===== src/tps_sqrt.sv =====
// Digit-by-digit integer square root of x<<16 (x > 0), two radicand bits
// per cycle. Depends on tps_pkg.
`timescale 1ns / 1ps
module tps_sqrt (
  input  logic               clk,
  input  logic               rst_n,
  input  logic               go,
  input  logic signed [31:0] x,
  output logic               done,
  output logic signed [31:0] y
);
  logic [47:0] rad_r, rad_nxt;
  logic [25:0] rem_r, rem_nxt;
  logic [23:0] root_r, root_nxt;
  logic [4:0]  cnt_r, cnt_nxt;
  logic        busy_r, busy_nxt;
  logic        done_r, done_nxt;
  logic [25:0] trial;
  logic [25:0] test;

  assign trial = {rem_r[23:0], rad_r[47:46]};
  assign test  = {root_r, 2'b01};

  always_comb begin
    rad_nxt = rad_r; rem_nxt = rem_r; root_nxt = root_r;
    cnt_nxt = cnt_r; busy_nxt = busy_r; done_nxt = 1'b0;
    if (go) begin
      rad_nxt = {x[31:0], 16'd0};
      rem_nxt = '0; root_nxt = '0; cnt_nxt = '0; busy_nxt = 1'b1;
    end else if (busy_r) begin
      if (cnt_r == 5'd23) begin
        busy_nxt = 1'b0; done_nxt = 1'b1;
      end
      if (trial >= test) begin
        rem_nxt  = trial - test;
        root_nxt = {root_r[22:0], 1'b1};
      end else begin
        rem_nxt  = trial;
        root_nxt = {root_r[22:0], 1'b0};
      end
      rad_nxt = {rad_r[45:0], 2'b00};
      cnt_nxt = cnt_r + 5'd1;
    end
  end

  always_ff @(posedge clk) begin
    if (!rst_n) begin
      busy_r <= 1'b0; done_r <= 1'b0;
    end else begin
      busy_r <= busy_nxt; done_r <= done_nxt;
    end
    rad_r <= rad_nxt; rem_r <= rem_nxt; root_r <= root_nxt; cnt_r <= cnt_nxt;
  end

  assign done = done_r;
  assign y    = {8'd0, root_r};
endmodule


===== config.mk =====
export PLATFORM = sky130hd
export DESIGN_NAME = tps_sqrt
export DESIGN_NICKNAME = d
export VERILOG_FILES = /design/src/tps_sqrt.sv
export SDC_FILE = /design/constraint.sdc
export NUM_CORES = 1
export LEC_CHECK = 0
export ABC_CLOCK_PERIOD_IN_PS = 5300
export BUFFER_PORTS_ARGS = -buffer_cell sky130_fd_sc_hd__buf_2
export CAP_MARGIN = 20
export CORE_ASPECT_RATIO = 0.5
export CORE_MARGIN = 2
export CORE_UTILIZATION = 50
export DETAILED_ROUTE_END_ITERATION = 16
export PLACE_DENSITY = 0.73
export RECOVER_POWER = 50
export SETUP_SLACK_MARGIN = 0.02
export SYNTH_ARGS = -nofsm -noshare
export SYNTH_HDL_FRONTEND = slang
export SYNTH_SLANG_ARGS = --single-unit

===== constraint.sdc =====
create_clock -name clk -period 5.3 [get_ports clk]
set_clock_uncertainty 0.2 [all_clocks]
set_input_delay 1.06 -clock clk [delete_from_list [all_inputs] [get_ports clk]]
set_output_delay 1.06 -clock clk [all_outputs]
set_load 0.03 [all_outputs]

==> results.py, run 1 <==
metrics = {
    "status": {
        "outcome": "finished with violations",
        "violations": "capacitance limit, slew limit",
    },
    "grt": {
        "grt_start_max_net_pins": 42,
        "global_route.usage.total_pct": 18.8,
        "grt-ovfl-total": 0,
        "grt_first_pass_wirelength_um": 15700,
        "first_global_vias": 3326,
        "number_of_antenna_violations_at_the_first_check_in_global_routing": 0,
    },
    "setup_path": {
        "timing.critical_path.to": "rad_r[38]",
        "crit_required_ps": 5050,
        "crit_path_max_fanout": 35,
        "setup.worst_path.class": "flop to flop",
        "setup.worst_path.end_class": "flop",
        "worst_setup_path_startpoint": "busy_r",
        "worst-r2r-setup-slack_ps": 1510,
        "worst_r2r_startpoint": "busy_r",
        "ff2ff_path_depth": 3,
        "regToRegEndpoint": "rad_r[38]",
        "arrival_ps": 3540,
        "startpoint_type": "flop",
    },
    "power_and_ir_drop": {
        "power_leakage_nw": 2.19,
        "power_per_cell_area_nw_per_um2": 471,
        "sum_of_internal_switching_and_leakage_power_mw": 2.58,
        "peakVddDrop_v": 0.000212,
    },
    "clock_network": {
        "post_cts_resize_count": 0,
        "clock_path_buffers": 2,
        "cts.root.buffer_cell": "clkbuf_16",
        "number_of_h_tree_branching_levels": 3,
        "clock-sinks": 87,
        "ctsHoldBuffers": 0,
        "cts_inserted_buffers": 9,
        "cts_tree": "done",
        "clkTransAtPathRegs_ps": 60,
        "clkLatencyLatePin_ps": 340,
        "post_cts.repair.setup_buffers": 0,
    },
    "sta": {
        "finalHoldWorstSlack_ps": 255,
        "max_slew.worst_pin.slew_ps": 1900,
        "min_period_ps": 3790,
        "max_clock_freq_mhz": 264,
        "grt_setup_unrepaired": "false",
        "final_max_slew_viol_count": 111,
        "layout_worst_path_cycle_share_pct": 71.6,
        "timing.final.setup_violations": 0,
        "finalHoldViolCount": 0,
        "totalNegativeSetupSlack_ps": 0,
        "relSlewSlack_pct": -26.7,
        "timing.final.ws_setup_ps": 1510,
    },
    "logic_synthesis": {
        "synth-main-ff-cell": "dfxtp_1",
        "top_area_cells_in_the_synthesized_netlist": "dfxtp_1 22%, edfxtp_1 20%, mux2i_1 8.6%, mux2_2 7.1%, ha_1 6.9%",
        "synth_area_per_cell_um2": 10.1,
        "synth.top_cells.by_count": "60 x nor2_1, 55 x dfxtp_1, 42 x mux2i_1, 36 x inv_1, 32 x edfxtp_1",
        "yosys-mux-area-fraction_pct": 15.7,
        "synth-adder-area-share_pct": 6.87,
        "number_of_enable_flip_flop_cells_after_synthesis": 32,
        "post_synth_and_or_nand_nor_area_fraction_pct": 10.9,
        "synth-warning-count": 0,
        "syn_area_um2": 4920,
        "post_synth_num_cell_types": 59,
        "synth_area_leader_cell": "dfxtp_1",
        "post_synth_xor_area_fraction_pct": 4.63,
        "synthMostInstantiatedCell": "nor2_1",
        "yosysTopAreaCellShare_pct": 22.4,
        "syn-instance-count": 486,
        "yosysSeqAreaShare_pct": 41.9,
        "number_of_storage_elements_in_the_synthesis_netlist": 87,
        "synthArstFlopShare_pct": 0,
        "combinational_family_with_the_most_area_after_synthesis": "multiplexers",
        "synth_compound_area_share_pct": 12.6,
    },
    "drt": {
        "vias": 3580,
        "first_pass_iters": 5,
        "post_drt_wl_per_cell_um": 14.1,
        "drt_first_iter_violations": 246,
        "viasPerCell": 5.30,
        "totalWireLength_um": 9540,
        "route.detailed.drc": 0,
        "detail-route-antenna-nets": 0,
    },
    "floorplanning": {
        "fp.dieW_um": 144,
        "design.die.area_um2": 10700,
        "top_level_ports": 68,
        "placeableCoreArea_um2": 9510,
        "initial_core_util_pct": 51.7,
        "die_y_um": 74.1,
        "std_cell_rows": 25,
    },
    "hold_path": {
        "hp-class": "flop to flop",
    },
    "flow_run": {
        "maxCapViolations": 3,
    },
    "placement": {
        "place.detailed.hpwl_um": 6650,
        "gp_congestion": 0.883,
        "numPortBuffers": 59,
        "pre_cts_ws_ps": 1590,
    },
    "cells_and_area": {
        "fillerInstances": 858,
        "layout.nets": 598,
        "areaGrowthSynthToFinish_pct": 11.2,
        "diodes": 0,
        "post_route_cells_drive_above_1_share_pct": 17.0,
        "layout.core_utilization_pct": 57.5,
    },
}
==> placed cells by master (no fill, tap or decap), drive strengths merged, types with 20 or more instances in the layout <==
master / synthesis / layout
inv: 36 / 38
buf: 16 / 35
dfxtp: 55 / 55
nor2: 60 / 60
mux2: 31 / 31
clkbuf: 13 / 38
mux2i: 42 / 42
nand2: 20 / 20
edfxtp: 32 / 32
ha: 27 / 27
==> registers in the layout (all words and copies together) (netlist names) <==
signal  flops
busy_r      1
root_r     24
cnt_r       5
rem_r      24
done        1
rad_r      32
==> layer usage <==
layer | GRT usage (%) | part of all wire, %
met5 | 0 | 0
met4 | 7.01 | 1.7
met3 | 8.05 | 8.0
met2 | 27.8 | 41
met1 | 24.9 | 49
==> critical path, cell delays in order (launching register included) <==
cell and delay (ps):
dfxtp_1 1340, nor2_1 480, inv_1 140, clkbuf_1 1210
==> layout make-up <==
class                           count  area, µm²  area share [%]
Multi-Input combinational cell    339       2520            46.1
Sequential cell                    87       2060            37.7
Timing Repair Buffer               63        285            5.22
Clock buffer                       10        229            4.19
Tap cell                          135        169            3.09
Inverter                           36        135            2.47
Clock inverter                      6       67.6            1.24
==> power by group <==
group / total [mW] / switching, mW / internal (mW)
Combinational: 1.12 / 0.606 / 0.510
Sequential: 0.825 / 0.0526 / 0.773
Clock: 0.634 / 0.266 / 0.368
Total: 2.58 / 0.925 / 1.65
==> cell families after synthesis <==
logic type / count (synthesis)
and+or+nand+nor: 116
buffers and inverters: 67
DFF: 87
muxes: 73
AOI/OAI and AO/OA: 89
adders and majority gates: 27
other: 1
xor gates and xnor gates: 26
==> how the worst min path moves through the flow <==
stage | from | to | depth (start not counted)
2_1_floorplan | rem_r[22] | rem_r[22] | 2
3_3_place_gp | rem_r[22] | rem_r[22] | 2
3_5_place_dp | rem_r[22] | rem_r[22] | 2
4_1_cts | rem_r[22] | rem_r[22] | 2
5_1_grt | rem_r[22] | rem_r[22] | 2
6_report | rem_r[22] | rem_r[22] | 2
==> per-stage QoR <==
step / std cells / cell area, µm²
2_1_floorplan: 493 / 4940
3_3_place_gp: 660 / 5210
3_5_place_dp: 660 / 5210
4_1_cts: 676 / 5510
5_1_grt: 676 / 5470
6_report: 676 / 5470
(Power assumes the default switching activity.)
==> run 2, diff against run 1 <==
--- a/config.mk
+++ b/config.mk
@@ -5,7 +5,8 @@
 export SDC_FILE = /design/constraint.sdc
 export NUM_CORES = 1
 export LEC_CHECK = 0
-export ABC_CLOCK_PERIOD_IN_PS = 5300
+export ABC_AREA = 1
+export ABC_CLOCK_PERIOD_IN_PS = 3950
 export BUFFER_PORTS_ARGS = -buffer_cell sky130_fd_sc_hd__buf_2
 export CAP_MARGIN = 20
 export CORE_ASPECT_RATIO = 0.5
==> constraint.sdc (replaced) <==
create_clock -name clk -period 3.95 [get_ports clk]
set_clock_uncertainty 0.2 [all_clocks]
set_input_delay 0.79 -clock clk [delete_from_list [all_inputs] [get_ports clk]]
set_output_delay 0.79 -clock clk [all_outputs]
set_load 0.03 [all_outputs]
==> results.py, run 2 <==
metrics = {
    "logic_synthesis": {
        "yosysSeqAreaShare_pct": 39.2,
        "synth-main-ff-cell": "dfxtp_1",
        "synth_area_per_cell_um2": 6.88,
        "syn-instance-count": 764,
        "synth_area_leader_cell": "nand2_1",
        "synthMostInstantiatedCell": "nand2_1",
        "number_of_enable_flip_flop_cells_after_synthesis": 32,
        "syn_area_um2": 5260,
        "top_area_cells_in_the_synthesized_netlist": "nand2_1 24%, dfxtp_1 21%, edfxtp_1 18%, inv_1 6.6%, ha_1 6.4%",
        "yosysTopAreaCellShare_pct": 24.4,
        "synth.top_cells.by_count": "342 x nand2_1, 93 x inv_1, 55 x dfxtp_1, 33 x nand3_1, 32 x edfxtp_1",
        "number_of_storage_elements_in_the_synthesis_netlist": 87,
        "post_synth_num_cell_types": 35,
        "synth-warning-count": 0,
        "synthArstFlopShare_pct": 0,
    },
    "clock_network": {
        "post_cts.repair.setup_buffers": 0,
        "cts_tree": "done",
        "post_cts_resize_count": 0,
        "clkLatencyLatePin_ps": 340,
        "clkTransAtPathRegs_ps": 70,
        "clock-sinks": 87,
        "cts_inserted_buffers": 9,
        "number_of_h_tree_branching_levels": 3,
        "clock_path_buffers": 2,
        "ctsHoldBuffers": 0,
        "cts.root.buffer_cell": "clkbuf_16",
    },
    "drt": {
        "detail-route-antenna-nets": 0,
        "drt_first_iter_violations": 417,
        "first_pass_iters": 4,
        "met2_length_um": 5590,
        "vias": 4943,
        "detailroute.wirelength.met3_um": 1080,
        "post_drt_wl_per_cell_um": 13.9,
        "route.detailed.drc": 0,
        "met1_length_um": 6470,
        "maxUsedRoutingLayer": "met4",
        "totalWireLength_um": 13300,
        "viasPerCell": 5.14,
    },
    "setup_path": {
        "worst-r2r-setup-slack_ps": 1100,
        "crit_required_ps": 3850,
        "setup.worst_path.class": "input port to flop",
        "worst_r2r_startpoint": "root_r[7]",
        "path_cells": "buf_2, clkbuf_1, inv_1, nand2_1, nand2_1",
        "critical_path.n_buffers_inverters": 3,
        "arrival_ps": 3000,
        "critPathTopFamily": "buffers and inverters",
        "timing.critical_path.slowest_cell_delay_ps": 920,
        "path_common_cell": "nand2_1",
        "startpoint_type": "input port",
        "crit_path_max_fanout": 33,
        "ff2ff_path_depth": 13,
        "timing.critical_path.slowest_stage_cell": "clkbuf_1",
        "setup.worst_path.end_class": "flop",
        "regToRegEndpoint": "rem_r[21]",
    },
    "floorplanning": {
        "placeableCoreArea_um2": 10200,
        "fp.dieW_um": 149,
        "top_level_ports": 68,
        "initial_core_util_pct": 51.5,
        "std_cell_rows": 26,
        "die_y_um": 76.5,
        "design.die.area_um2": 11400,
    },
    "cells_and_area": {
        "layout.nets": 879,
        "top_regs": "rad_r: 32 flops, rem_r: 24 flops, root_r: 24 flops",
        "largest_register_ffs": 32,
        "post_route_cells_drive_above_1_share_pct": 8.39,
        "fillerInstances": 1003,
        "finished_cell_area_um2": 5920,
        "diodes": 0,
        "most_frequent_standard_cell_in_the_layout_excluding_fill_and_tap_cells": "nand2_1",
        "areaGrowthSynthToFinish_pct": 12.6,
        "footprint_of_the_multi_input_gates_um2": 2690,
        "most_used_cells_in_the_layout_excluding_fill_and_tap_cells": "342 x nand2_1, 94 x inv_1, 55 x dfxtp_1, 34 x buf_2, 33 x nand3_1",
        "final-instance-count-excl-fill": 962,
        "largest-register": "rad_r",
        "layout.area.seq_um2": 2060,
        "layout.core_utilization_pct": 58.0,
    },
    "power_and_ir_drop": {
        "peakVddDrop_v": 0.000322,
        "power_frac_seq_pct": 25.5,
        "switching_share_pct": 47.1,
        "power_leakage_nw": 3.08,
        "comb_power_share_pct": 54.4,
        "clock_power_share_pct": 20.1,
        "power_per_cell_area_nw_per_um2": 726,
        "p_sw_mw": 2.02,
        "internal-power_mw": 2.28,
    },
    "sta": {
        "totalNegativeSetupSlack_ps": 0,
        "timing.final.setup_violations": 0,
        "max_clock_freq_mhz": 322,
        "min_period_ps": 3110,
        "layout_worst_path_cycle_share_pct": 78.7,
        "finalHoldWorstSlack_ps": 255,
        "grt_setup_unrepaired": "false",
        "finalHoldViolCount": 0,
        "max_slew.worst_pin.slew_ps": 1230,
        "final_max_slew_viol_count": 0,
        "relSlewSlack_pct": 18.2,
    },
    "placement": {
        "gp_congestion": 1.00,
        "dp.cells": 944,
        "placed_area_um2": 5640,
        "place.detailed.hpwl_um": 9800,
        "numPortBuffers": 59,
    },
    "flow_run": {
        "maxCapViolations": 0,
    },
    "grt": {
        "grt_first_pass_wirelength_um": 22200,
        "grt-ovfl-total": 0,
        "grt_start_max_net_pins": 44,
        "global_route.usage.total_pct": 24.3,
        "number_of_antenna_violations_at_the_first_check_in_global_routing": 0,
        "first_global_vias": 4556,
    },
    "hold_path": {
        "hp-class": "flop to flop",
        "worstHoldStart": "rem_r[22]",
        "worst_hold_stages": 2,
        "worstHoldEndpoint": "rem_r[22]",
    },
    "status": {
        "outcome": "finished, final reports clean",
    },
}
## run 2: cell count changes in the layout (fill, tap and decap cells not counted), moves of 26 or more
cell,before,now
mux2_2,31,0
nand2_1,19,342
nor2_1,60,27
inv_1,36,94
mux2i_1,42,0
nand3_1,7,33
## run 2: layout make-up
class	count	share of cell area, %
repair buffers	66	5.68
clock inverters	6	1.18
clock buffers	10	3.87
well taps	140	2.96
multi-input cells	557	45.4
inverters	96	6.08
flip-flops and latches	87	34.8
## run 2: per-stage QoR
stage | power, mW | setup slack, ps
global route | 4.66 | 558
floorplan | 2.91 | 1080
CTS | 4.26 | 1120
global placement | 3.36 | 908
detailed placement | 3.38 | 815
finish | 4.30 | 843
## run 2: cell families after synthesis
group                      after synthesis  share of synthesized area (%)
adders and majority gates               27                           6.42
xor gates and xnor gates                 9                           1.50
AOI/OAI and AO/OA                       64                           7.09
other                                    1                         0.0713
DFF                                     87                           39.2
and+or+nand+nor                        449                           35.6
buffers and inverters                  127                           10.1
## run 2: worst max path at each step
stage	end	slack (ps)	start	cells past startpoint
after floorplan	rad_r[16]	1080	go	4
after global placement	root_r[9]	910	go	4
after detailed placement	root_r[18]	820	go	4
after CTS	rem_r[21]	1120	root_r[7]	13
after global routing	rad_r[22]	560	go	5
final	rad_r[37]	840	go	5
## run 2: power by group through the flow
stage	clock [mW]	combinational [mW]	sequential [mW]
global placement	0	2.25	1.11
global route	0.918	2.64	1.10
CTS	0.878	2.29	1.09
floorplan	0	1.81	1.10
detailed placement	0	2.27	1.11
finish	0.864	2.34	1.10
## run 2: worst register-to-register path, stage by stage (launching register included)
cell and delay (ps):
dfxtp_1 330, inv_1 70, ha_1 370, nand2_2 150
inv_1 50, a21oi_1 250, nand3_1 220, nand3_2 100
buf_4 260, nand3_4 310, nand2_1 260, nand2_1 80
nand2_1 70, nand2_1 40
## run 2: metal layers
metal	global-route usage, %	vias up
met5	0	-
met4	5.81	0
met3	5.87	18
met2	36.4	199
met1	35.3	2192
li1	-	2534
