==> src/tps_pkg.sv <==
// Package for the tridiagonal precision sampler: payload types, sizes,
// status codes and shared Q16.16 helpers. No dependencies.
`timescale 1ns / 1ps
package tps_pkg;

  localparam int MAX_LEN = 64;
  localparam int IDX_W   = $clog2(MAX_LEN);
  localparam int CNT_W   = $clog2(MAX_LEN + 1);

  localparam logic [1:0] ST_OK       = 2'd0;
  localparam logic [1:0] ST_PIVOT    = 2'd1;
  localparam logic [1:0] ST_TOO_LONG = 2'd2;

  localparam logic signed [31:0] Q_MAX = 32'sh7fffffff;
  localparam logic signed [31:0] Q_MIN = 32'sh80000000;

  typedef struct packed {
    logic signed [31:0] diag_value;
    logic signed [31:0] rhs_value;
    logic signed [31:0] noise_value;
    logic               last_in;
  } in_req_t;

  typedef struct packed {
    logic signed [31:0] sample_value;
    logic [5:0]         sample_index;
    logic               last_out;
    logic [1:0]         status;
  } out_req_t;

  // saturate a 34-bit sum/difference to 32 bits
  function automatic logic signed [31:0] sat34(input logic signed [33:0] v);
    logic signed [31:0] r;
    if (v > 34'sh0_7fffffff) r = Q_MAX;
    else if (v < -34'sh0_80000000) r = Q_MIN;
    else r = v[31:0];
    return r;
  endfunction

endpackage

==> src/tps_mul.sv <==
// Bit-serial Q16.16 multiplier: one shift-add per cycle, floor rounding,
// saturation. Depends on tps_pkg.
`timescale 1ns / 1ps
module tps_mul (
  input  logic               clk,
  input  logic               rst_n,
  input  logic               go,
  input  logic signed [31:0] a,
  input  logic signed [31:0] b,
  output logic               done,
  output logic signed [31:0] y
);
  logic [31:0] mcand_r, mcand_nxt;
  logic [31:0] mplier_r, mplier_nxt;
  logic [63:0] acc_r, acc_nxt;
  logic        neg_r, neg_nxt;
  logic [5:0]  cnt_r, cnt_nxt;
  logic        busy_r, busy_nxt;
  logic        done_r, done_nxt;
  logic signed [31:0] y_r, y_nxt;
  logic [31:0] amag, bmag;
  logic signed [64:0] prod;
  logic signed [48:0] sh;

  assign amag = a[31] ? 32'(-a) : 32'(a);
  assign bmag = b[31] ? 32'(-b) : 32'(b);
  assign prod = neg_r ? -$signed({1'b0, acc_r}) : $signed({1'b0, acc_r});
  assign sh   = 49'(prod >>> 16);

  always_comb begin
    mcand_nxt = mcand_r; mplier_nxt = mplier_r; acc_nxt = acc_r;
    neg_nxt = neg_r; cnt_nxt = cnt_r; busy_nxt = busy_r;
    done_nxt = 1'b0; y_nxt = y_r;
    if (go) begin
      mcand_nxt = amag; mplier_nxt = bmag; acc_nxt = '0;
      neg_nxt = a[31] ^ b[31]; cnt_nxt = '0; busy_nxt = 1'b1;
    end else if (busy_r) begin
      if (cnt_r == 6'd32) begin
        busy_nxt = 1'b0; done_nxt = 1'b1;
        if (sh > 49'sh0_7fff_ffff) y_nxt = tps_pkg::Q_MAX;
        else if (sh < -49'sh0_8000_0000) y_nxt = tps_pkg::Q_MIN;
        else y_nxt = sh[31:0];
      end else begin
        if (mplier_r[0]) acc_nxt = acc_r + ({32'd0, mcand_r} << cnt_r[4:0]);
        mplier_nxt = mplier_r >> 1;
        cnt_nxt = cnt_r + 6'd1;
      end
    end
  end

  always_ff @(posedge clk) begin
    if (!rst_n) begin
      busy_r <= 1'b0; done_r <= 1'b0;
    end else begin
      busy_r <= busy_nxt; done_r <= done_nxt;
    end
    mcand_r <= mcand_nxt; mplier_r <= mplier_nxt; acc_r <= acc_nxt;
    neg_r <= neg_nxt; cnt_r <= cnt_nxt; y_r <= y_nxt;
  end

  assign done = done_r;
  assign y    = y_r;
endmodule

==> config.mk <==
export PLATFORM = sky130hd
export DESIGN_NAME = tps_mul
export DESIGN_NICKNAME = d
export VERILOG_FILES = /design/src/tps_pkg.sv /design/src/tps_mul.sv
export SDC_FILE = /design/constraint.sdc
export NUM_CORES = 1
export LEC_CHECK = 0
export BUFFER_PORTS_ARGS = -buffer_cell sky130_fd_sc_hd__buf_2
export CORE_ASPECT_RATIO = 0.5
export CORE_MARGIN = 3
export CORE_UTILIZATION = 60
export CTS_BUF_LIST = sky130_fd_sc_hd__clkbuf_8
export DETAILED_ROUTE_END_ITERATION = 10
export PLACE_DENSITY_LB_ADDON = 0.1
export SLEW_MARGIN = 20
export SYNTH_ARGS = -nofsm -noshare
export SYNTH_HDL_FRONTEND = slang
export SYNTH_SLANG_ARGS = --single-unit
export TNS_END_PERCENT = 5
==> constraint.sdc <==
create_clock -name clk -period 6.2 [get_ports clk]
set_input_delay 0.31 -clock clk [delete_from_list [all_inputs] [get_ports clk]]
set_output_delay 0.31 -clock clk [all_outputs]
set_load 0.005 [all_outputs]
==> metrics.md, run 1 <==
| Metric | Value |
|---|---|
| Status | `completed` |
| Type of origin of the critical path | `register` |
| Die Width | `224 um` |
| Final-report max-slew violation count | `0` |
| Crit Path Category | `reg -> reg` |
| CTS tree | `built` |
| Drt first pass iters | `5` |
| DP HPWL | `32000 um` |
| Ys async rst share | `0` |
| H-tree levels | `4` |
| Synth cell count leaders | `nand2_1 (219), a21oi_1 (156), nor2_1 (132)` |
| Final Hold Viols | `0` |
| Post-synthesis average cell area | `8.29 sq um` |
| Layout cell share with drive strength beyond 1 | `0.117` |
| Post-DRT Antenna Nets | `0` |
| CTS buffer count | `17` |
| Worst-path maximum fanout | `42` |
| Initial antenna violation count | `0` |
| Mapped Cells | `1718` |
| First-pass GRT wire length | `65800 um` |
| Area delta synth->final | `7.35%` |
| Seq cells post-synth | `169` |
| Largest net degree at the start of global routing | `104` |
| EDFF count, synth | `97` |
| Post-CTS resize count | `0` |
| Max Freq | `0.181 GHz` |
| Count of cell types in the netlist | `79` |
| Via count | `13600` |
| Antenna cells | `0` |
| # port buffers | `99` |
| Fill cell count | `1928` |
| Setup violations, final | `0` |
| Grt ovf | `0` |
| DIE HEIGHT | `115 um` |
| Postcts setup bufs | `0` |
| Clock Pin Slew Worst Setup and Hold Paths | `100 ps` |
| Slew Limit Headroom | `0.268` |
| Mapped Nets | `1853` |
| Syn Std Cell Area | `0.0142 sq mm` |
| Vias in the first global route | `12400` |
| Cts hold-fix bufs | `0` |
| Minimum clock period | `5530 ps` |
| Clock Latency Late Sink | `510 ps` |
| Root buffer cell | `clkbuf_8` |
| Cell taking the most area after synthesis | `edfxtp_1` |
| Pwr/cell area | `225 mW/mm^2` |
| Clock skew | `17.4 ps` |
| Sequential fraction of the synthesis area | `0.306` |
| Via-per-instance ratio | `6.58` |
| Final Wtd Congestion | `1.00` |
| Yosys Warn Count | `0` |
| Placement Rows | `39` |
| Starting Density | `0.617` |
| Clock Tree Buf Depth | `2` |
| Die area | `0.0257 sq mm` |
| Top post-synthesis cells by area | `edfxtp_1 (20%), dfxtp_1 (10%), ha_1 (5.9%)` |
| TNS Setup | `0 ps` |
| Max-Cap Viols | `0` |
| DRT iter0 DRCs | `1395` |
| DR DRC count | `0` |
| VDD IR max | `170 uV` |
| Worst EP arrival | `5930 ps` |
| Synth top area share | `0.204` |
| Sink Count | `169` |
| Crit. End Element | `register` |
| Required time worst endpoint | `6600 ps` |
| WL/cell | `20.2 um` |
| Core Area | `0.0231 sq mm` |
| Least-Margin Pin Slew | `1100 ps` |
| Most common cell in the netlist | `nand2_1` |
| Final non-filler cell total | `2072` |
| RSZ-0062 raised after global routing | `false` |
| Placed Cells | `2040` |
| All-Layer GR Usage | `0.321` |
| # IOs | `100` |
| Tcrit/Tclk final | `0.892` |
| Static Leakage | `0.00618 uW` |
| NumNets Final | `1887` |
| Worst hold path class | `in -> reg` |
| Total wire length | `41800 um` |
| Top_reg_cell synth | `edfxtp_1` |
-- cell families (layout without fill, tap and decap cells) --
kind of cell               after synthesis  in the layout  synth area share
and+or+nand+nor                        609            609             0.206
AOI/OAI and AO/OA                      532            532             0.235
DFF                                    169            169             0.306
xor gates and xnor gates               134            134            0.0824
buffers and inverters                  134            181            0.0376
muxes                                   72             72            0.0731
adders and majority gates               68             68            0.0603
-- final cells by class --
class	instances	area [sq um]	area share
repair buffers	117	633	0.0414
well taps	307	384	0.0251
inverters	32	120	0.00786
clock buffers	17	234	0.0153
multi-input cells	1415	9380	0.613
clock inverters	15	185	0.0121
flip-flops and latches	169	4360	0.285
-- state kept, by name, summed over array words and instances (netlist names) --
name / cells
cnt_r: 6
busy_r: 1
acc_r: 64
y: 32
mcand_r: 32
done: 1
neg_r: 1
mplier_r: 32
-- metrics by stage --
step	util	setup slack [ps]	total power (uW)	area, sq um	hold WS, ps
4_1_cts	0.662	472	3430	15300	5.25
3_5_place_dp	0.644	590	2580	14900	473
3_3_place_gp	0.644	718	2550	14900	466
2_1_floorplan	-	1240	2260	14200	409
5_1_grt	0.662	212	3640	15300	12.0
6_report	0.662	669	3450	15300	40.7
-- report_power, final --
part | internal [uW] | leakage [uW] | switching, uW
registers | 1290 | 0.00151 | 95.3
clock network | 434 | 0.000225 | 427
logic | 465 | 0.00445 | 741
total | 2180 | 0.00618 | 1260
-- worst max-delay path, stage by stage (launching register included) --
cell      delay, ps
dfxtp_4         750
inv_1           240
a211oi_1        270
a21oi_1         110
mux2_2          310
mux2i_1         260
o21ai_0         240
ha_1            460
a21o_1          220
a21oi_1         210
o211ai_1        140
a31oi_1         240
nor3b_1         480
a211oi_1        210
o311ai_0        800
nand2_1         110
o311ai_0        360
-- final timing paths --
check / start / endpoint / slack (ps) / depth (start not counted)
worst max register to register: cnt_r[0]$_SDFFE_PP0P_ / acc_r[59]$_SDFFE_PP0P_ / 670 / 16
worst max-delay path: cnt_r[0]$_SDFFE_PP0P_ / acc_r[59]$_SDFFE_PP0P_ / 670 / 16
worst min-delay path: rst_n / busy_r$_SDFF_PN0_ / 40 / 2
worst min register to register: acc_r[9]$_SDFFE_PP0P_ / acc_r[9]$_SDFFE_PP0P_ / 490 / 2
-- per-layer routing --
| layer | track usage | up-vias | wire length, um |
|---|---|---|---|
| met5 | 0 | - | 0 |
| met2 | 0.481 | 620 | 17700 |
| met3 | 0.0852 | 56 | 4240 |
| met1 | 0.460 | 6468 | 19100 |
| met4 | 0.0928 | 0 | 693 |
| li1 | - | 6497 | - |
-- cells in the final DEF (no fill, tap or decap), types with 23 or more instances in the layout --
cell        n
nand3_1    40
dfxtp_1    71
nand4_1    24
a21oi_1   156
o21ai_1    23
buf_2      98
mux2i_1    32
nor2_1    132
a21o_1     35
xor2_1     71
inv_1      33
xnor2_1    63
nand2_1   218
a211oi_1   23
o31ai_1    28
edfxtp_1   97
nor3_1     43
o21ai_0   116
mux4_2     24
ha_1       67
Power figures use the tool's default switching activity.
==> run 2, diff against run 1 <==
Settings changed: ABC_AREA from default to 1, CAP_MARGIN from default to 10.
==> run 2 against run 1 <==
Via count grew 29%; global-route usage increased by 4.7 points; combinational power rose by 19%; clock power is 11% lower; flip-flop and latch count unchanged; critical path depth is 4 higher; first-iteration DRC count increased by 79%; largest cell class unchanged; total power grew 4.6%; design area increased by 13%.
==> metrics.md, run 2 <==
| Metric | Value |
|---|---|
| Status | `completed (unchanged)` |
| RR Startpoint | `cnt_r[1]$_SDFFE_PP0P_ (was cnt_r[0]$_SDFFE_PP0P_)` |
| Clock skew | `16.0 ps (was 17.4 ps)` |
| First-pass GRT wire length | `83400 um (was 65800 um)` |
| Mapped Nets | `2754 (was 1853)` |
| Final-report max-slew violation count | `0 (unchanged)` |
| Crit Path Category | `reg -> reg (unchanged)` |
| Final Wtd Congestion | `1.10 (was 1.00)` |
| Least-Margin Pin Slew | `1120 ps (was 1100 ps)` |
| Main combinational cell family by area after synthesis | `simple AND/OR/NAND/NOR gates (was compound AO/OA/AOI/OAI gates)` |
| Setup violations, final | `0 (unchanged)` |
| Tcrit/Tclk final | `0.833 (was 0.892)` |
| Cell taking the most area after synthesis | `edfxtp_1 (unchanged)` |
| Core Area | `0.0259 sq mm (was 0.0231 sq mm)` |
| Count of cell types in the netlist | `48 (was 79)` |
| DIE HEIGHT | `122 um (was 115 um)` |
| Largest reg by FF count | `acc_r (unchanged)` |
| Post-synthesis average cell area | `6.21 sq um (was 8.29 sq um)` |
| Post-CTS resize count | `0 (unchanged)` |
| Clock Pin Slew Worst Setup and Hold Paths | `100 ps (about the same)` |
| Worst r2r path cells | `20 (was 16)` |
| Via-per-instance ratio | `5.83 (was 6.58)` |
| H-tree levels | `4 (unchanged)` |
| Total wire length | `53900 um (was 41800 um)` |
| Worst-path maximum fanout | `41 (was 42)` |
| Max Freq | `0.194 GHz (was 0.181 GHz)` |
| Initial antenna violation count | `0 (unchanged)` |
| Most common cell in the netlist | `nand2_1 (unchanged)` |
| Mux cell area share after synthesis | `0.0178 (was 0.0731)` |
| Die Width | `239 um (was 224 um)` |
| Crit. End Element | `register (unchanged)` |
| Hold depth | `3 (was 2)` |
| CTS tree | `built (unchanged)` |
| Clock Tree Buf Depth | `2 (unchanged)` |
| Mapped Cells | `2619 (was 1718)` |
| Layout cell share with drive strength beyond 1 | `0.0645 (was 0.117)` |
| DP HPWL | `43600 um (was 32000 um)` |
| TNS Setup | `0 ps (unchanged)` |
| Pwr Total | `3600 uW (was 3450 uW)` |
| FF-to-FF End | `acc_r[33]$_SDFFE_PP0P_ (was acc_r[59]$_SDFFE_PP0P_)` |
| Ys async rst share | `0 (unchanged)` |
| Clock Latency Late Sink | `510 ps (about the same)` |
| EDFF count, synth | `97 (unchanged)` |
| Root buffer cell | `clkbuf_8 (unchanged)` |
| Max FFs per register | `64 (unchanged)` |
| DRT iter0 DRCs | `2500 (was 1395)` |
| Largest net degree at the start of global routing | `68 (was 104)` |
| All-Layer GR Usage | `0.368 (was 0.321)` |
| Slew Limit Headroom | `0.249 (was 0.268)` |
| Synth cell count leaders | `nand2_1 (714), nor2_1 (389), inv_1 (323) (was nand2_1 (219), a21oi_1 (156), nor2_1 (132))` |
| Synth Area in Compound Gates | `0.163 (was 0.235)` |
| Synth top area share | `0.179 (was 0.204)` |
| Commonest non-fill, non-tap cell in the layout | `nand2_1 (unchanged)` |
| Required time worst endpoint | `6610 ps (was 6600 ps)` |
| Minimum clock period | `5160 ps (was 5530 ps)` |
| Max-Cap Viols | `0 (unchanged)` |
| DR DRC count | `0 (unchanged)` |
| Most frequent cells in the layout | `nand2_1 (714), nor2_1 (389), inv_1 (324) (was nand2_1 (218), a21oi_1 (156), nor2_1 (132))` |
| WHS Endpoint | `busy_r$_SDFF_PN0_ (unchanged)` |
| Final Hold Viols | `0 (unchanged)` |
| # port buffers | `99 (unchanged)` |
| Storage element area | `0.00435 sq mm (was 0.00436 sq mm)` |
| Post-synthesis adder-cell area fraction | `0.0528 (was 0.0603)` |
| Antenna cells | `0 (unchanged)` |
| Multi-input logic area | `0.0103 sq mm (was 0.00938 sq mm)` |
| Worst hold path class | `in -> reg (unchanged)` |
| Seq cells post-synth | `169 (unchanged)` |
| Worst EP arrival | `5570 ps (was 5930 ps)` |
| Fill cell count | `2471 (was 1928)` |
| Top_reg_cell synth | `edfxtp_1 (unchanged)` |
| Area delta synth->final | `6.20% (was 7.35%)` |
| RSZ-0062 raised after global routing | `false (unchanged)` |
| Sequential fraction of the synthesis area | `0.268 (was 0.306)` |
| # IOs | `100 (unchanged)` |
| CTS buffer count | `17 (unchanged)` |
| Die area | `0.0292 sq mm (was 0.0257 sq mm)` |
| Type of origin of the critical path | `register (unchanged)` |
| Top post-synthesis cells by area | `edfxtp_1 (18%), nand2_1 (16%), nor2_1 (9.0%) (was edfxtp_1 (20%), dfxtp_1 (10%), ha_1 (5.9%))` |
| Post-synthesis simple-gate area fraction | `0.337 (was 0.206)` |
| R2R setup slack | `1040 ps (was 670 ps)` |
| Sink Count | `169 (unchanged)` |
| Pwr/cell area | `209 mW/mm^2 (was 225 mW/mm^2)` |
| WL/cell | `17.8 um (was 20.2 um)` |
| Drt first pass iters | `8 (was 5)` |
| Static Leakage | `0.00826 uW (was 0.00618 uW)` |
| Syn Std Cell Area | `0.0163 sq mm (was 0.0142 sq mm)` |
| Starting Density | `0.628 (was 0.617)` |
| Yosys Warn Count | `0 (unchanged)` |
| Grt ovf | `0 (unchanged)` |
| Via count | `17700 (was 13600)` |
| Min-delay src | `rst_n (unchanged)` |
| Post-DRT Antenna Nets | `0 (unchanged)` |
| XOR/XNOR Fraction of Synth Area | `0.0625 (was 0.0824)` |
| Placement Rows | `41 (was 39)` |
| VDD IR max | `154 uV (was 170 uV)` |
| NumNets Final | `2804 (was 1887)` |
| Vias in the first global route | `15600 (was 12400)` |
run 2: changes by cell type after synthesis, moves of 23 or more:
cell and delta:
nand2_1 +495, inv_1 +295, nor2_1 +257, o21ai_0 +122, nand3_1 +90, xnor2_1 -34
clkbuf_1 -28, o31ai_1 -25, mux4_2 -24, a211oi_1 -23, a21o_1 -23, o21ai_1 -23
run 2: cell families (layout without fill, tap and decap cells):
kind of cell	Yosys count	count (layout)
flip-flops	169	169
XOR/XNOR	116	116
multiplexers	29	29
adder cells (fa/ha/maj)	68	68
buffers and inverters	409	472
AND/OR/NAND/NOR	1346	1346
AO/OA/AOI/OAI	482	482
run 2: how the worst max path moves through the flow:
| stage | end | slack, ps | from |
|---|---|---|---|
| detailed placement | acc_r[33]$_SDFFE_PP0P_ | 1580 | cnt_r[1]$_SDFFE_PP0P_ |
| floorplan | y[0]$_SDFFCE_PN1P_ | 2420 | cnt_r[0]$_SDFFE_PP0P_ |
| global placement | acc_r[33]$_SDFFE_PP0P_ | 1550 | cnt_r[1]$_SDFFE_PP0P_ |
| finish | acc_r[33]$_SDFFE_PP0P_ | 1040 | cnt_r[1]$_SDFFE_PP0P_ |
| CTS | acc_r[33]$_SDFFE_PP0P_ | 1590 | cnt_r[1]$_SDFFE_PP0P_ |
| global route | acc_r[33]$_SDFFE_PP0P_ | 610 | cnt_r[1]$_SDFFE_PP0P_ |
run 2: per-layer routing:
metal  part of all wire  routed length, um  track usage  vias up
li1                   -                  -            -     8614
met4              0.031               1660        0.127        0
met1               0.44              23600        0.521     7896
met3               0.15               7940        0.122      132
met2               0.39              20800        0.524     1014
met5                  0                  0            0        -
run 2: layout make-up:
| cell class | count | area share |
|---|---|---|
| clock buffers | 18 | 0.0143 |
| clock inverters | 14 | 0.00630 |
| inverters | 328 | 0.0713 |
| multi-input cells | 2041 | 0.597 |
| flip-flops and latches | 169 | 0.252 |
| well taps | 344 | 0.0249 |
| repair buffers | 112 | 0.0345 |
run 2: stage by stage:
stage | utilization | area, sq um | hold slack (ps) | setup WS [ps] | std cells
global placement | 0.652 | 16900 | 461 | 1550 | 2993
global route | 0.667 | 17300 | 67.6 | 614 | 3026
floorplan | - | 16300 | 409 | 2420 | 2619
CTS | 0.666 | 17300 | 35.9 | 1590 | 3026
finish | 0.667 | 17300 | 62.8 | 1040 | 3026
detailed placement | 0.652 | 16900 | 459 | 1580 | 2993
run 2: critical path, stage by stage (launching register included):
cell and delay (ps):
dfxtp_1 310, buf_4 270, clkinv_1 810, o21ai_0 620, nor2_1 70, a31oi_1 220
nand2_1 70, o21ai_0 190, mux2i_1 170, ha_1 460, nand2_1 120, nor2_1 150
inv_1 80, nor2_1 100, inv_1 90, nor3_1 500, nand3_1 350, nand4_1 190
nand3_1 80, o211ai_1 120, inv_1 60
run 2: where the power goes:
part           leakage, uW  internal [uW]  switching (uW)
Combinational      0.00655            443            1000
Sequential         0.00153           1290             108
Clock             0.000184            321             444
run 2: timing repair:
item,in CTS,in global routing
hold endpoints to repair,1,0
setup buffers,0,0
setup endpoints to repair,0,0
hold buffers,1,0
