## config.mk

```make
export PLATFORM = sky130hd
export DESIGN_NAME = tps_div
export DESIGN_NICKNAME = d
export VERILOG_FILES = /design/src/tps_pkg.sv /design/src/tps_div.sv
export SDC_FILE = /design/constraint.sdc
export NUM_CORES = 1
export LEC_CHECK = 0
export BUFFER_PORTS_ARGS = -buffer_cell sky130_fd_sc_hd__buf_4
export CAP_MARGIN = 0
export CORE_UTILIZATION = 38
export DETAILED_ROUTE_END_ITERATION = 10
export SLEW_MARGIN = 40
export SYNTH_ARGS = -nofsm -noshare
export SYNTH_HDL_FRONTEND = slang
export SYNTH_SLANG_ARGS = --single-unit
```

## constraint.sdc

```tcl
create_clock -name clk -period 4.6 [get_ports clk]
set_input_delay 0.46 -clock clk [delete_from_list [all_inputs] [get_ports clk]]
set_output_delay 0.46 -clock clk [all_outputs]
set_load 0.005 [all_outputs]
```

## src/tps_pkg.sv

```systemverilog
// Package for the tridiagonal precision sampler: payload types, sizes,
// status codes and shared Q16.16 helpers. No dependencies.
`timescale 1ns / 1ps
package tps_pkg;

  localparam int MAX_LEN = 64;
  localparam int IDX_W   = $clog2(MAX_LEN);
  localparam int CNT_W   = $clog2(MAX_LEN + 1);

  localparam logic [1:0] ST_OK       = 2'd0;
  localparam logic [1:0] ST_PIVOT    = 2'd1;
  localparam logic [1:0] ST_TOO_LONG = 2'd2;

  localparam logic signed [31:0] Q_MAX = 32'sh7fffffff;
  localparam logic signed [31:0] Q_MIN = 32'sh80000000;

  typedef struct packed {
    logic signed [31:0] diag_value;
    logic signed [31:0] rhs_value;
    logic signed [31:0] noise_value;
    logic               last_in;
  } in_req_t;

  typedef struct packed {
    logic signed [31:0] sample_value;
    logic [5:0]         sample_index;
    logic               last_out;
    logic [1:0]         status;
  } out_req_t;

  // saturate a 34-bit sum/difference to 32 bits
  function automatic logic signed [31:0] sat34(input logic signed [33:0] v);
    logic signed [31:0] r;
    if (v > 34'sh0_7fffffff) r = Q_MAX;
    else if (v < -34'sh0_80000000) r = Q_MIN;
    else r = v[31:0];
    return r;
  endfunction

endpackage

```

## src/tps_div.sv

```systemverilog
// Restoring divider for Q16.16 (a<<16)/b, one quotient bit per cycle,
// truncation toward zero with saturation. Depends on tps_pkg.
`timescale 1ns / 1ps
module tps_div (
  input  logic               clk,
  input  logic               rst_n,
  input  logic               go,
  input  logic signed [31:0] a,
  input  logic signed [31:0] b,
  output logic               done,
  output logic signed [31:0] y
);
  logic [47:0] num_r, num_nxt;
  logic [31:0] den_r, den_nxt;
  logic [32:0] rem_r, rem_nxt;
  logic        neg_r, neg_nxt;
  logic        zero_r, zero_nxt;
  logic        anz_r, anz_nxt;
  logic [5:0]  cnt_r, cnt_nxt;
  logic        busy_r, busy_nxt;
  logic        done_r, done_nxt;
  logic signed [31:0] y_r, y_nxt;
  logic [32:0] trial;
  logic [32:0] diff;

  assign trial = {rem_r[31:0], num_r[47]};
  assign diff  = trial - {1'b0, den_r};

  always_comb begin
    num_nxt = num_r; den_nxt = den_r; rem_nxt = rem_r; neg_nxt = neg_r;
    zero_nxt = zero_r; anz_nxt = anz_r; cnt_nxt = cnt_r; busy_nxt = busy_r;
    done_nxt = 1'b0; y_nxt = y_r;
    if (go) begin
      num_nxt  = {(a[31] ? 32'(-a) : 32'(a)), 16'd0};
      den_nxt  = b[31] ? 32'(-b) : 32'(b);
      rem_nxt  = '0;
      neg_nxt  = a[31] ^ b[31];
      zero_nxt = (b == 32'sd0);
      anz_nxt  = (a != 32'sd0);
      cnt_nxt  = '0;
      busy_nxt = 1'b1;
    end else if (busy_r) begin
      if (cnt_r == 6'd48) begin
        busy_nxt = 1'b0; done_nxt = 1'b1;
        if (zero_r) begin
          if (!anz_r) y_nxt = '0;
          else y_nxt = neg_r ? tps_pkg::Q_MIN : tps_pkg::Q_MAX;
        end else if (neg_r) begin
          // quotient bits held in num_r
          if (num_r > 48'h0000_8000_0000) y_nxt = tps_pkg::Q_MIN;
          else y_nxt = 32'(-num_r[31:0]);
        end else begin
          if (num_r > 48'h0000_7fff_ffff) y_nxt = tps_pkg::Q_MAX;
          else y_nxt = num_r[31:0];
        end
      end else begin
        if (!diff[32]) begin
          rem_nxt = diff;
          num_nxt = {num_r[46:0], 1'b1};
        end else begin
          rem_nxt = trial;
          num_nxt = {num_r[46:0], 1'b0};
        end
        cnt_nxt = cnt_r + 6'd1;
      end
    end
  end

  always_ff @(posedge clk) begin
    if (!rst_n) begin
      busy_r <= 1'b0; done_r <= 1'b0;
    end else begin
      busy_r <= busy_nxt; done_r <= done_nxt;
    end
    num_r <= num_nxt; den_r <= den_nxt; rem_r <= rem_nxt; neg_r <= neg_nxt;
    zero_r <= zero_nxt; anz_r <= anz_nxt; cnt_r <= cnt_nxt; y_r <= y_nxt;
  end

  assign done = done_r;
  assign y    = y_r;
endmodule

```

==> results of run 1 <==
cell families after synthesis:
| kind of cell | Yosys count | synth area share, % |
|---|---|---|
| flops | 155 | 40.8 |
| xor+xnor | 100 | 8.74 |
| compound gates | 311 | 20.1 |
| fa+ha+maj | 38 | 4.82 |
| simple gates | 369 | 18.5 |
| mux | 28 | 2.80 |
| buf+inv | 110 | 4.29 |
power groups by stage:
stage	combinational, mW	sequential, mW	clock (mW)
final	1.06	1.69	1.51
after global routing	1.18	1.70	1.59
after CTS	1.06	1.69	1.54
after detailed placement	1.05	1.72	0
after global placement	1.04	1.72	0
after floorplan	0.804	1.68	0
metrics by stage:
step / hold slack, ns / power [mW] / setup slack (ns)
CTS: 0.231 / 4.28 / 0.968
floorplan: 0.458 / 2.49 / 1.04
detailed placement: 0.491 / 2.77 / 0.981
finish: 0.251 / 4.26 / 0.991
global route: 0.234 / 4.48 / 0.701
global placement: 0.476 / 2.76 / 1.16
layer usage:
metal	share of wire, %	vias to the layer above
met5	0	-
met4	1.2	0
met3	3.8	20
met2	47	170
met1	48	3937
li1	-	4225
critical path, stage by stage (launching register included):
cell	delay (ns)
edfxtp_1	0.35
inv_1	0.07
ha_1	0.23
fa_1	0.41
nand2b_1	0.18
a21oi_1	0.25
o21ai_0	0.18
nand4_1	0.12
nand2_1	0.12
o41ai_2	0.63
xnor2_2	0.18
buf_4	0.33
nor3_1	0.07
a2111oi_0	0.37
registers in the layout, summed over array words and instances, names as in the netlist:
signal,cells
done,1
rem_r,32
cnt_r,6
anz_r,1
num_r,48
busy_r,1
neg_r,1
y,32
zero_r,1
den_r,32
worst max-delay path by stage:
stage | start | endpoint | slack, ns | cells past startpoint
2_1_floorplan | cnt_r[0] | y[0] | 1.04 | 4
3_3_place_gp | num_r[47] | rem_r[7] | 1.16 | 13
3_5_place_dp | num_r[47] | rem_r[7] | 0.98 | 13
4_1_cts | num_r[47] | rem_r[7] | 0.97 | 13
5_1_grt | num_r[47] | rem_r[7] | 0.70 | 13
6_report | num_r[47] | rem_r[7] | 0.99 | 13
cell type report:
| cell class | instances | area [sq um] |
|---|---|---|
| clock buffer | 18 | 429 |
| clock inverter | 14 | 195 |
| fill | 2567 | 14300 |
| inverter | 50 | 188 |
| multi-input combinational | 846 | 5520 |
| sequential | 155 | 4090 |
| tap | 335 | 419 |
| timing repair buffer | 110 | 837 |
layout by cell type, fill, tap and decap left out, types with 6 or more instances in the layout:
master	netlist	final
dfxtp_1	56	56
nand2_1	135	135
buf_4	0	108
ha_1	37	37
nand2b_1	14	14
nor4_1	16	16
nand4_1	10	10
o31ai_1	23	23
xor2_1	24	24
or4_1	11	11
and3_1	6	6
inv_1	49	49
o21ai_0	95	95
mux2i_1	28	28
o41ai_1	14	14
nand3_1	16	16
edfxtp_1	99	99
a22o_1	18	18
a21oi_1	64	64
xnor2_1	76	75
clkbuf_16	0	17
nor3_1	18	18
nor3b_1	11	10
nor2_1	81	81
a21o_1	14	14
or3_1	11	11
a211oi_1	29	29
o211ai_1	6	6
o21bai_1	6	6
==> impl_metrics.env, run 1 <==
export IMPL_status="completed"
export IMPL_p_clk_share_pct=35.5
export IMPL_setup_violations=0
export IMPL_period_needed_ns=3.61
export IMPL_numCtsBuffers=17
export IMPL_yosysSeqAreaShare_pct=40.8
export IMPL_synth_area_sq_um=10000
export IMPL_ios=100
export IMPL_drv_slew=0
export IMPL_grtUsageMet3_pct=3.04
export IMPL_rows=59
export IMPL_ys_seq_elements=155
export IMPL_synthArstFlopShare_pct=0
export IMPL_dp_cells=1496
export IMPL_cp_max_fo=21
export IMPL_antenna_found_initial=0
export IMPL_synth_warnings=0
export IMPL_vias=8352
export IMPL_drtIter0Drc=512
export IMPL_grt_pass1_vias=7897
export IMPL_r2r_start="num_r[47]"
export IMPL_clock_sinks=155
export IMPL_maxCapViolations=0
export IMPL_post_drt_via_cell_ratio=5.47
export IMPL_r2r_end="rem_r[7]"
export IMPL_die_x_um=164
export IMPL_gr_total_overflow=0
export IMPL_synth_area_leaders="edfxtp_1, dfxtp_1, xnor2_1"
export IMPL_fmax_mhz=277
export IMPL_synth_commonest_cells="nand2_1, edfxtp_1, o21ai_0"
export IMPL_synth_edf_count=99
export IMPL_vdd_drop_max_v=0.000241
export IMPL_drt_wl_total_um=23700
export IMPL_path_class="reg2reg"
export IMPL_arrival_ns=3.91
export IMPL_max_slew_margin_pct=46.3
export IMPL_synth_cell_types=72
export IMPL_port_buffers=99
export IMPL_post_route_util_pct=44.9
export IMPL_coreArea_sq_um=26000
export IMPL_power_density_nw_per_um2=365
export IMPL_syn_inst=1111
export IMPL_synthFlopType="edfxtp_1"
export IMPL_syn_avg_cell_area_sq_um=9.02
export IMPL_first_pass_iters=5
export IMPL_ant_nets=0
export IMPL_hold_depth=1
export IMPL_finalNonFillerCells=1528
export IMPL_hpwl_um=17000
export IMPL_start_util_pct=38.6
export IMPL_drc=0
export IMPL_hp_class="in2reg"
export IMPL_cts_tree="done"
export IMPL_layout_nets=1285
export IMPL_ff2ff_path_depth=13
export IMPL_finalHoldViolations=0
export IMPL_p_seq_share_pct=39.7
export IMPL_placed_area_sq_um=11000
export IMPL_gr_usage_met1_pct=24.5
export IMPL_die_area_sq_um=27000
export IMPL_crit_path_start_kind="flop"
export IMPL_grt_busiest_layer="met2"
export IMPL_clkTransAtPathRegs_ns=0.07
export IMPL_routedWlPerCell_um=15.5
export IMPL_clkLatencyLatePin_ns=0.43
export IMPL_tightestPinTransition_ns=0.806
export IMPL_worstHoldStart="b[0]"
export IMPL_grt_met2_usage_pct=29.7
export IMPL_die_y_um=164
export IMPL_leakagePower_nw=4.48
export IMPL_synth_top_area_share_pct=29.7
export IMPL_p_switching_mw=1.32
export IMPL_required_ns=4.91
export IMPL_p_comb_share_pct=24.9
export IMPL_finalCritPeriodShare_pct=78.4
export IMPL_rsz0062_at_grt="no"
export IMPL_yosysTopAreaCell="edfxtp_1"
export IMPL_skew_ns=0.00925
export IMPL_power_internal_mw=2.94
export IMPL_clock_path_buffers=2
export IMPL_track_usage_pct=18.1
export IMPL_drive_gt1_share_pct=13.6
export IMPL_end_kind="flop"
export IMPL_antennaDiodeCount=0
export IMPL_synth_nets=1216
export IMPL_grt_max_degree=77
export IMPL_area_growth_pct=16.5
export IMPL_post_cts_resized=0
export IMPL_h_tree_depth=4
export IMPL_yosysMostFrequentCell="nand2_1"
export IMPL_cts_root_buf="clkbuf_16"
export IMPL_final_area_sq_um=11700
export IMPL_swShare_pct=31.0
export IMPL_setup_tns_ns=0
export IMPL_whs_endpoint="den_r[0]"
export IMPL_globalplace_congestion=0.835
export IMPL_grt_pass1_wl_um=39200
export IMPL_postCtsSetupRepairBufs=0
export IMPL_rrSetupSlack_ns=0.99
export IMPL_holdBufCountCts=0
(Power assumes the default switching activity.)
==> run 2: changes to the inputs <==
- clock period: 4.6 -> 3.7 ns (I/O delays scaled with it)
==> impl_metrics.env, run 2 (synthesis results as in run 1) <==
export IMPL_status="completed"
export IMPL_end_kind="flop"
export IMPL_drive_gt1_share_pct=14.1
export IMPL_arrival_ns=3.72
export IMPL_finalCritPeriodShare_pct=93.1
export IMPL_rows=59
export IMPL_drc=0
export IMPL_hp_class="in2reg"
export IMPL_cp_max_fo=14
export IMPL_hpwl_um=17300
export IMPL_ant_nets=0
export IMPL_first_pass_iters=6
export IMPL_required_ns=3.98
export IMPL_vdd_drop_max_v=0.000229
export IMPL_clock_path_buffers=2
export IMPL_layout_nets=1292
export IMPL_crit_path_start_kind="flop"
export IMPL_power_density_nw_per_um2=441
export IMPL_largest_reg_flops=48
export IMPL_numCtsBuffers=17
export IMPL_final_cell_mix="nand2_1, buf_4, edfxtp_1"
export IMPL_die_y_um=164
export IMPL_grt_pass1_vias=7971
export IMPL_drv_slew=0
export IMPL_clock_sinks=155
export IMPL_vias=8420
export IMPL_drtIter0Drc=567
export IMPL_cts_root_buf="clkbuf_16"
export IMPL_coreArea_sq_um=26000
export IMPL_start_util_pct=38.6
export IMPL_leakagePower_nw=4.51
export IMPL_gr_total_overflow=0
export IMPL_skew_ns=0.00972
export IMPL_die_area_sq_um=27000
export IMPL_placed_area_sq_um=11100
export IMPL_setup_tns_ns=0
export IMPL_track_usage_pct=18.3
export IMPL_cts_tree="done"
export IMPL_drt_wl_total_um=23800
export IMPL_clkTransAtPathRegs_ns=0.07
export IMPL_grt_max_degree=71
export IMPL_final_area_sq_um=11700
export IMPL_holdBufCountCts=0
export IMPL_fillers=2570
export IMPL_port_buffers=99
export IMPL_final_common_cell="nand2_1"
export IMPL_fmax_mhz=290
export IMPL_p_total_mw=5.17
export IMPL_maxCapViolations=0
export IMPL_largest_register="num_r"
export IMPL_period_needed_ns=3.44
export IMPL_tightestPinTransition_ns=0.763
export IMPL_finalHoldViolations=0
export IMPL_post_drt_via_cell_ratio=5.49
export IMPL_post_cts_resized=0
export IMPL_globalplace_congestion=0.878
export IMPL_antenna_found_initial=0
export IMPL_rsz0062_at_grt="no"
export IMPL_routedWlPerCell_um=15.5
export IMPL_ios=100
export IMPL_grt_pass1_wl_um=39500
export IMPL_die_x_um=164
export IMPL_clkLatencyLatePin_ns=0.43
export IMPL_antennaDiodeCount=0
export IMPL_postCtsSetupRepairBufs=0
export IMPL_setup_violations=0
export IMPL_max_slew_margin_pct=49.1
export IMPL_path_class="reg2reg"
export IMPL_h_tree_depth=4
export IMPL_area_growth_pct=17.0
[run 2: final timing paths]
kind                                 from  endpoint  slack (ns)  cells after the start
worst max-delay path            num_r[47]  rem_r[3]        0.26                     13
worst min-delay path                 b[0]  den_r[0]        0.16                      1
worst max register to register  num_r[47]  rem_r[3]        0.26                     13
worst min register to register   cnt_r[5]  cnt_r[5]        0.49                      2
[run 2: layer usage]
| layer | part of all wire, % | GRT usage, % | wire [um] | vias up |
|---|---|---|---|---|
| met3 | 3.8 | 2.91 | 898 | 23 |
| met2 | 48 | 30.6 | 11400 | 186 |
| met4 | 1.1 | 5.38 | 263 | 0 |
| li1 | - | - | - | 4244 |
| met5 | 0 | 0 | 0 | - |
| met1 | 47 | 24.2 | 11200 | 3967 |
[run 2: cell type report]
class / instances / area (sq um) / share of cell area [%]
clock buffer: 17 / 425 / 3.63
clock inverter: 15 / 153 / 1.30
inverter: 50 / 188 / 1.60
multi-input combinational: 846 / 5540 / 47.2
sequential: 155 / 4090 / 34.9
tap: 335 / 419 / 3.57
timing repair buffer: 117 / 916 / 7.81
[run 2: where the power goes]
group	internal (mW)	switching (mW)	total [mW]
combinational	0.603	0.766	1.37
clock	0.896	0.810	1.71
sequential	1.99	0.105	2.10
total	3.49	1.68	5.17
[run 2: worst max-delay path, stage by stage (launching register included)]
cell and delay [ns]:
edfxtp_1 0.35, inv_1 0.06, ha_1 0.22, fa_1 0.41, nand2b_1 0.19, a21oi_1 0.24, o21ai_0 0.19, nand4_1 0.12
nand2_1 0.14, o41ai_4 0.51, xnor2_4 0.30, buf_12 0.23, mux2i_1 0.23, a211oi_1 0.10
[run 2: stage by stage]
| step | setup WS, ns | util [%] | hold slack, ns | instances |
|---|---|---|---|---|
| CTS | 0.130 | 45.1 | 0.137 | 1535 |
| finish | 0.255 | 45.2 | 0.157 | 1535 |
| global placement | 0.345 | 42.8 | 0.475 | 1503 |
| global route | 0.0147 | 45.2 | 0.145 | 1535 |
| floorplan | 0.138 | - | 0.458 | 1111 |
| detailed placement | 0.178 | 42.9 | 0.483 | 1503 |
==> run 3: changes to the inputs <==
- clock period: 3.7 -> 3.9 ns (I/O delays scaled with it)
==> impl_metrics.env, run 3 (synthesis results as in run 1) <==
export IMPL_layout_nets=1291
export IMPL_cts_root_buf="clkbuf_16"
export IMPL_globalplace_congestion=0.851
export IMPL_drc=0
export IMPL_leakagePower_nw=4.53
export IMPL_clock_path_buffers=2
export IMPL_final_common_cell="nand2_1"
export IMPL_maxCapViolations=0
export IMPL_holdBufCountCts=0
export IMPL_cp_max_fo=15
export IMPL_crit_path_start_kind="flop"
export IMPL_skew_ns=0.0141
export IMPL_largest_register="num_r"
export IMPL_power_density_nw_per_um2=435
export IMPL_drive_gt1_share_pct=14.1
export IMPL_grt_max_degree=72
export IMPL_post_drt_via_cell_ratio=5.47
export IMPL_rsz0062_at_grt="no"
export IMPL_drtIter0Drc=614
export IMPL_area_growth_pct=17.3
export IMPL_fmax_mhz=280
export IMPL_die_area_sq_um=27000
export IMPL_drt_wl_total_um=23800
export IMPL_largest_reg_flops=48
export IMPL_placed_area_sq_um=11100
export IMPL_vias=8393
export IMPL_gr_total_overflow=0
export IMPL_status="completed"
export IMPL_finalNonFillerCells=1534
export IMPL_final_cell_mix="nand2_1, buf_4, edfxtp_1"
export IMPL_track_usage_pct=18.1
export IMPL_port_buffers=99
export IMPL_required_ns=4.17
export IMPL_ios=100
export IMPL_clock_sinks=155
export IMPL_antenna_found_initial=0
export IMPL_numCtsBuffers=17
export IMPL_first_pass_iters=5
export IMPL_p_total_mw=5.11
export IMPL_routedWlPerCell_um=15.5
export IMPL_cts_tree="done"
export IMPL_max_slew_margin_pct=48.3
export IMPL_ant_nets=0
export IMPL_tightestPinTransition_ns=0.776
export IMPL_start_util_pct=38.6
export IMPL_grt_pass1_vias=7797
export IMPL_dp_cells=1502
export IMPL_die_x_um=164
export IMPL_clkLatencyLatePin_ns=0.43
export IMPL_post_route_util_pct=45.2
export IMPL_finalCritPeriodShare_pct=91.5
export IMPL_path_class="reg2reg"
export IMPL_drv_slew=0
export IMPL_setup_tns_ns=0
export IMPL_hpwl_um=17100
export IMPL_finalHoldViolations=0
export IMPL_grt_pass1_wl_um=39000
export IMPL_setup_violations=0
export IMPL_post_cts_resized=0
export IMPL_postCtsSetupRepairBufs=0
export IMPL_period_needed_ns=3.57
export IMPL_rows=59
export IMPL_coreArea_sq_um=26000
export IMPL_hold_ws_ns=0.188
export IMPL_arrival_ns=3.84
export IMPL_vdd_drop_max_v=0.000306
export IMPL_final_area_sq_um=11800
export IMPL_post_place_ws_ns=0.227
export IMPL_end_kind="flop"
export IMPL_clkTransAtPathRegs_ns=0.07
export IMPL_die_y_um=164
export IMPL_worst_slack_ns=0.331
export IMPL_h_tree_depth=4
export IMPL_hp_class="in2reg"
export IMPL_antennaDiodeCount=0
export IMPL_rrSetupSlack_ns=0.33
==> run 3: cell count changes in the layout (fill, tap and decap cells not counted), sizes merged <==
cell and delta:
buf -1, inv +2, clkinvlp -2, clkinv -4, bufinv +4
==> run 3: layer usage <==
metal / vias to the layer above / track usage [%] / wire length [um]
met3: 23 / 2.69 / 961
met1: 3959 / 24.9 / 11500
met4: 0 / 5.42 / 332
met5: - / 0 / 0
li1: 4235 / - / -
met2: 176 / 29.3 / 11000
==> run 3: power breakdown <==
part | internal (mW) | leakage [nW] | switching (mW)
clock | 1.10 | 0.316 | 0.749
sequential | 1.89 | 1.43 | 0.0976
combinational | 0.551 | 2.79 | 0.726
total | 3.54 | 4.53 | 1.57
==> run 3: worst max-delay path, stage by stage, from the launching register on <==
cell and delay (ns):
edfxtp_1 0.34, inv_1 0.06, ha_1 0.22, fa_1 0.39
nand2b_1 0.17, a21oi_1 0.28, o21ai_0 0.18, nand4_1 0.12
nand2_1 0.14, o41ai_4 0.59, xnor2_4 0.29, buf_4 0.32
mux2i_1 0.21, a211oi_1 0.09
==> run 3: area by class of cell <==
| cell class | instances | area (sq um) |
|---|---|---|
| Multi-Input combinational cell | 846 | 5540 |
| Sequential cell | 155 | 4090 |
| Inverter | 50 | 188 |
| Timing Repair Buffer | 116 | 871 |
| Fill cell | 2510 | 14200 |
| Clock inverter | 15 | 223 |
| Clock buffer | 17 | 425 |
| Tap cell | 335 | 419 |
==> run 3: path summary, 6_finish.rpt <==
kind / start / end / depth (start not counted)
max reg2reg: num_r[47] / rem_r[28] / 13
min: b[0] / den_r[0] / 1
min reg2reg: cnt_r[1] / cnt_r[1] / 2
max: num_r[47] / rem_r[28] / 13
